### src/rtl/core/ovst_pkg.sv
// Package for the ordered value set table: capacity, widths, operation and
// status codes, and the structs that run along the row of storage cells.
// Depends on nothing; every other file of the block imports it.
package ovst_pkg;

  localparam int CAPACITY = 16;
  localparam int CNT_W    = $clog2(CAPACITY + 1);
  localparam int VALUE_W  = 32;
  localparam int MODE_W   = 2;
  localparam int STATUS_W = 2;
  localparam int COUNT_W  = 5;

  localparam logic [MODE_W-1:0] MODE_QUERY  = 2'd0;
  localparam logic [MODE_W-1:0] MODE_INSERT = 2'd1;
  localparam logic [MODE_W-1:0] MODE_REMOVE = 2'd2;

  localparam logic [STATUS_W-1:0] ST_DONE = 2'd0;
  localparam logic [STATUS_W-1:0] ST_SAME = 2'd1;
  localparam logic [STATUS_W-1:0] ST_FULL = 2'd2;

  // Broadcast to every cell for the comparison.
  typedef struct packed {
    logic signed [VALUE_W-1:0] value;
    logic [CNT_W-1:0]          count;
  } ovst_cmp_t;

  // Broadcast to every cell for the update.
  typedef struct packed {
    logic ins;
    logic rem;
  } ovst_wr_t;

endpackage

### src/rtl/core/ordered_value_set_table.sv
// Top level of the ordered value set table: handshakes, operation register,
// count, result register and the row of ovst_cell storage cells.
// Depends on ovst_pkg and ovst_cell.
//
//   channel | ports                                   | direction
//   --------+-----------------------------------------+----------
//   input   | in_valid, in_stall, in_mode, in_value   | in
//   result  | out_valid, out_stall, out_was_present,  | out
//           | out_status, out_count                   |
//
// Each beat is registered into the operation register at the accepting edge,
// and in its update cycle the cell row compares all entries at once, the hit
// ripples along the row and the entries shift or take the new value while
// the result is loaded. No new beat is taken before that update is done.
// A waiting result does not block acceptance of the next beat;
// only when the result register is still held by a stall does the update
// cycle wait, and in_stall stays high until it completes. Reset clears the
// count and the handshake state; the entries keep whatever they hold, since
// nothing at or above the count is ever read.
module ordered_value_set_table
  import ovst_pkg::*;
(
  input  logic                      clk,
  input  logic                      rst_n,
  input  logic                      in_valid,
  output logic                      in_stall,
  input  logic [MODE_W-1:0]         in_mode,
  input  logic signed [VALUE_W-1:0] in_value,
  output logic                      out_valid,
  input  logic                      out_stall,
  output logic                      out_was_present,
  output logic [STATUS_W-1:0]       out_status,
  output logic [COUNT_W-1:0]        out_count
);

  // Operation register and control state.
  logic                      busy_r, busy_nxt;
  logic [MODE_W-1:0]         mode_r;
  logic signed [VALUE_W-1:0] value_r;
  logic [CNT_W-1:0]          cnt_r, cnt_nxt;

  // Result register.
  logic                      out_valid_r, out_valid_nxt;
  logic                      was_present_r;
  logic [STATUS_W-1:0]       status_r, status_nxt;
  logic [COUNT_W-1:0]        count_r;

  logic                      in_take;
  logic                      fire;
  logic                      present;
  logic                      full;
  logic                      is_ins, is_rem;
  logic [CNT_W+COUNT_W-1:0]  cnt_ext;

  ovst_cmp_t                 cmp;
  ovst_wr_t                  wr;

  logic signed [VALUE_W-1:0] entry [CAPACITY];
  logic                      seen  [CAPACITY+1];

  assign in_stall = busy_r;
  assign in_take  = in_valid && !busy_r;

  // The update cycle may only proceed when the result register is free.
  assign fire    = busy_r && !(out_valid_r && out_stall);
  assign present = seen[CAPACITY];
  assign full    = (cnt_r == CNT_W'(CAPACITY));

  // Mode three is treated as a query.
  always_comb begin
    is_ins = 1'b0;
    is_rem = 1'b0;
    unique case (mode_r)
      MODE_INSERT: is_ins = 1'b1;
      MODE_REMOVE: is_rem = 1'b1;
      default:     ;
    endcase
  end

  assign cmp.value = value_r;
  assign cmp.count = cnt_r;
  assign wr.ins    = fire && is_ins && !present && !full;
  assign wr.rem    = fire && is_rem && present;

  always_comb begin
    status_nxt = ST_DONE;
    if (is_ins) begin
      if (present) begin
        status_nxt = ST_SAME;
      end else if (full) begin
        status_nxt = ST_FULL;
      end
    end else if (is_rem && !present) begin
      status_nxt = ST_SAME;
    end
  end

  always_comb begin
    cnt_nxt = cnt_r;
    if (wr.ins) begin
      cnt_nxt = cnt_r + CNT_W'(1);
    end else if (wr.rem) begin
      cnt_nxt = cnt_r - CNT_W'(1);
    end
  end

  // The reported count is the new count taken to the width of the port.
  assign cnt_ext = {{COUNT_W{1'b0}}, cnt_nxt};

  always_comb begin
    busy_nxt = busy_r;
    if (in_take) begin
      busy_nxt = 1'b1;
    end else if (fire) begin
      busy_nxt = 1'b0;
    end
  end

  always_comb begin
    out_valid_nxt = out_valid_r && out_stall;
    if (fire) begin
      out_valid_nxt = 1'b1;
    end
  end

  // The hit ripples along the row; a cell shifts once the hit has been seen.
  assign seen[0] = 1'b0;

  for (genvar k = 0; k < CAPACITY; k++) begin : g_cell
    logic signed [VALUE_W-1:0] nbr;
    if (k == CAPACITY - 1) begin : g_last
      assign nbr = '0;
    end else begin : g_mid
      assign nbr = entry[k+1];
    end
    ovst_cell u_cell (
      .clk       (clk),
      .idx       (CNT_W'(k)),
      .cmp       (cmp),
      .wr        (wr),
      .nbr_entry (nbr),
      .seen_in   (seen[k]),
      .entry     (entry[k]),
      .seen_out  (seen[k+1])
    );
  end

  always_ff @(posedge clk) begin
    if (!rst_n) begin
      busy_r      <= 1'b0;
      cnt_r       <= '0;
      out_valid_r <= 1'b0;
    end else begin
      busy_r      <= busy_nxt;
      cnt_r       <= cnt_nxt;
      out_valid_r <= out_valid_nxt;
    end
  end

  always_ff @(posedge clk) begin
    if (in_take) begin
      mode_r  <= in_mode;
      value_r <= in_value;
    end
    if (fire) begin
      was_present_r <= present;
      status_r      <= status_nxt;
      count_r       <= cnt_ext[COUNT_W-1:0];
    end
  end

  assign out_valid       = out_valid_r;
  assign out_was_present = was_present_r;
  assign out_status      = status_r;
  assign out_count       = count_r;

endmodule

### src/rtl/core/ovst_cell.sv
// One storage cell of the ordered value set table: holds one entry, compares
// it with the broadcast value, loads that value on an insert at the count
// and takes its right-hand neighbour on a remove. Depends on ovst_pkg.
module ovst_cell
  import ovst_pkg::*;
(
  input  logic                      clk,
  input  logic [CNT_W-1:0]          idx,
  input  ovst_cmp_t                 cmp,
  input  ovst_wr_t                  wr,
  input  logic signed [VALUE_W-1:0] nbr_entry,
  input  logic                      seen_in,
  output logic signed [VALUE_W-1:0] entry,
  output logic                      seen_out
);

  logic signed [VALUE_W-1:0] entry_r;
  logic signed [VALUE_W-1:0] entry_nxt;
  logic                      match;

  assign match    = (idx < cmp.count) && (entry_r == cmp.value);
  assign seen_out = seen_in | match;
  assign entry    = entry_r;

  // A remove closes the gap: this cell and all after the hit take the next one.
  always_comb begin
    entry_nxt = entry_r;
    if (wr.ins && (idx == cmp.count)) begin
      entry_nxt = cmp.value;
    end else if (wr.rem && seen_out) begin
      entry_nxt = nbr_entry;
    end
  end

  always_ff @(posedge clk) begin
    entry_r <= entry_nxt;
  end

endmodule

### config.mk
export PLATFORM = sky130hd
export DESIGN_NAME = ordered_value_set_table
export DESIGN_NICKNAME = d
export VERILOG_FILES = /design/src/rtl/core/ovst_pkg.sv /design/src/rtl/core/ordered_value_set_table.sv /design/src/rtl/core/ovst_cell.sv
export SDC_FILE = /design/constraint.sdc
export NUM_CORES = 1
export LEC_CHECK = 0
export ABC_AREA = 1
export BUFFER_PORTS_ARGS = -buffer_cell sky130_fd_sc_hd__buf_4
export CAP_MARGIN = 20
export CELL_PAD_IN_SITES_DETAIL_PLACEMENT = 1
export CELL_PAD_IN_SITES_GLOBAL_PLACEMENT = 1
export CORE_MARGIN = 1
export CORE_UTILIZATION = 53
export CTS_CLUSTER_SIZE = 16
export DETAILED_ROUTE_END_ITERATION = 10
export GPL_TIMING_DRIVEN = 0
export PLACE_DENSITY_LB_ADDON = 0.1
export SYNTH_ARGS = -nofsm -noshare
export SYNTH_HDL_FRONTEND = slang
export SYNTH_HIERARCHICAL = 1
export SYNTH_SLANG_ARGS = --single-unit
### constraint.sdc
create_clock -name clk -period 9 [get_ports clk]
set_input_delay 1.8 -clock clk [delete_from_list [all_inputs] [get_ports clk]]
set_output_delay 1.8 -clock clk [all_outputs]
set_load 0.005 [all_outputs]
==> metrics.cfg <==
[run_status]
status = finished clean

[routing]
num_vias = 32300
drt_iter0_drc = 2891
drc = 0
viasPerCell = 5.73
drt-pass1-iter-count = 6
drtAntennaViolNets = 0
wl_per_cell_um = 24.7
drt_wl_total_mm = 139

[logic_synthesis]
syn-cell-area_um2 = 36300
ys_seq_area_share_pct = 46.2
synth.top_cell.area_share_pct = 45.8
ys_ff_latch = 561
yosys.area.top_type = edfxtp_1
syn_inst = 4402
synthTopCellsByArea = edfxtp_1 46%, nand2_1 17%, inv_1 8.5%
post_synth.cell_area_avg_um2 = 8.26
ys_types = 35
yosys_warnings = 6

[global_routing]
grt_pass1_vias = 35100
antenna_found_initial = 0
grt_pass1_wl_mm = 209
grt_start_max_net_pins = 33
grt.overflow.total = 0
track_usage_pct = 39.7

[cts]
clk_pin_slew_ns = 0.06
ctsResizeCount = 0
cts.sinks = 561
htreeDepth = 3
cts_tree = done
ctsHoldBuffers = 0
cts_root_buf = clkbuf_16
numCtsBuffers = 66
post_cts_buffers = 0
clk_latency_ns = 0.64
ctsLongestPathBuffers = 3

[setup_path]
crit_start = value_r[10]$_DFFE_PP_
path_delay_family = simple AND/OR/NAND/NOR gates
path_buf_inv = 17
rr_worst_depth = 42
startpoint_type = flop
crit_path_max_incr_delay_ns = 1.02
r2r-start = value_r[10]$_DFFE_PP_
rr_endpoint = g_cell[1].u_cell/entry[13]$_DFFE_PP_
end_kind = flop
critical_path_class = reg2reg
cp_slowest_cell = edfxtp_1
required_ns = 9.32
crit_arrival_ns = 8.17
cp_max_fo = 17
cp.depth = 42
crit_path_end = g_cell[1].u_cell/entry[13]$_DFFE_PP_
worst-r2r-setup-slack_ns = 1.15

[layout]
nets = 4821
fin_util_pct = 62.8
antennaDiodeCount = 0
layout_commonest_cell = nand2_1
synthToLayoutAreaGrowth_pct = 16.6
final_cell_mix = 1621 x nand2_1, 824 x inv_1, 554 x edfxtp_1
drive_gt1_share_pct = 14.3

[power]
swShare_pct = 26.0
p_int_uw = 4790
power_uw = 6470
switchingPower_uw = 1690
comb_power_share_pct = 10.7
pwr-share-seq_pct = 45.5
clock_power_share_pct = 43.8
power_density_nw_per_um2 = 153
ir_drop_uv = 165
power.leakage_uw = 0.0207

[floorplanning]
die_w_um = 264
io_pins = 48
die_area_um2 = 69600
fp.dieH_um = 264
row_count = 95
coreArea_um2 = 67500
start_util_pct = 53.8

[timing]
setup_violations = 0
rsz0062_at_grt = no
tightest_slew_ns = 1.06
setup_tns_ns = 0
timing.final.crit_period_ns = 7.85
fin_worst_hold_slack_ns = 0.539
fin_skew_ns = 0.0361
slew_viol_final = 0
fmax_ghz = 0.127
fin_crit_sh_pct = 87.2
relSlewSlack_pct = 29.2
hold_viol = 0

[placement]
place.gp.congestion = 0.821
io_buffer_count = 47
hpwlAfterDp_mm = 96.9

[min_path]
hold_path.class = reg2reg

[job]
cap_violations = 0

[cell type report]
cell class / instances / area, um2
plain buffers: 97 / 913
clock buffers: 83 / 1820
clock inverters: 36 / 365
fillers: 7990 / 25100
inverters: 842 / 3160
multi-input cells: 3013 / 15900
flip-flops and latches: 561 / 16800
well taps: 873 / 1090
repair buffers: 120 / 2340
[tightest hold or removal path, stage by stage (launching register included)]
cell,delay (ns)
dfxtp_1,0.31
nand2_1,0.10
a21oi_1,0.07
[cells in the mapped netlist (all sizes together)]
cell and number:
dfxtp 7, edfxtp 554, clkbuf 22, nor3 2, a211oi 1, a21oi 20, xnor2 104, nand2 1653
nor2 274, buf 75, inv 842, or2 52, mux2 134, o21bai 6, nand3 124, xor2 40
ha 82, conb 2, nand3b 3, o21ai 392, nand4 13
[power by group through the flow]
stage          Sequential (uW)  Clock [uW]  Combinational [uW]
6_report                  2940        2840                 692
5_1_grt                   2940        2930                 736
4_1_cts                   2940        2860                 665
3_5_place_dp              2990           0                 639
3_3_place_gp              3100           0                 410
2_1_floorplan             3000           0                 319
[cells by family (layout without fill, tap and decap cells)]
kind of cell	count (synthesis)	count (layout)	share of synthesized area, %
buffers and inverters	939	1178	11.2
flip-flops	561	561	46.2
other	2	113	0.0207
adder cells (fa/ha/maj)	82	82	2.82
XOR/XNOR	144	144	3.47
multiplexers	134	134	5.38
AO/OA/AOI/OAI	419	419	7.18
AND/OR/NAND/NOR	2121	2121	23.8
[per-layer routing]
| layer | track usage [%] | share of wire (%) |
|---|---|---|
| met5 | 0 | 0 |
| met1 | 47.1 | 38 |
| met4 | 23.3 | 6.4 |
| met3 | 6.39 | 7.2 |
| met2 | 68.2 | 49 |
[worst min path at each step]
stage | start | end | slack [ns] | depth (start not counted)
6_report | out_valid$_SDFF_PN0_ | out_valid$_SDFF_PN0_ | 0.54 | 2
5_1_grt | out_valid$_SDFF_PN0_ | out_valid$_SDFF_PN0_ | 0.57 | 2
4_1_cts | out_valid$_SDFF_PN0_ | out_valid$_SDFF_PN0_ | 0.54 | 2
3_5_place_dp | out_valid$_SDFF_PN0_ | out_valid$_SDFF_PN0_ | 0.51 | 2
3_3_place_gp | out_valid$_SDFF_PN0_ | out_valid$_SDFF_PN0_ | 0.50 | 2
2_1_floorplan | out_valid$_SDFF_PN0_ | out_valid$_SDFF_PN0_ | 0.50 | 2
[flip-flops by register name (all words and copies together) (netlist names)]
| register | cells |
|---|---|
| mode_r | 2 |
| cnt_r | 5 |
| in_stall | 1 |
| g_cell.u_cell/entry | 512 |
| out_count | 5 |
| out_valid | 1 |
| out_status | 2 |
| out_was_present | 1 |
| value_r | 32 |
[metrics by stage]
stage	worst slack, ns	instances	area, um2
after global routing	1.13	5625	42400
after detailed placement	1.72	5506	40200
after global placement	0.273	5433	38200
final	1.15	5625	42400
after floorplan	3.34	4513	36800
after CTS	1.50	5625	42400
Power figures use the tool's default switching activity.
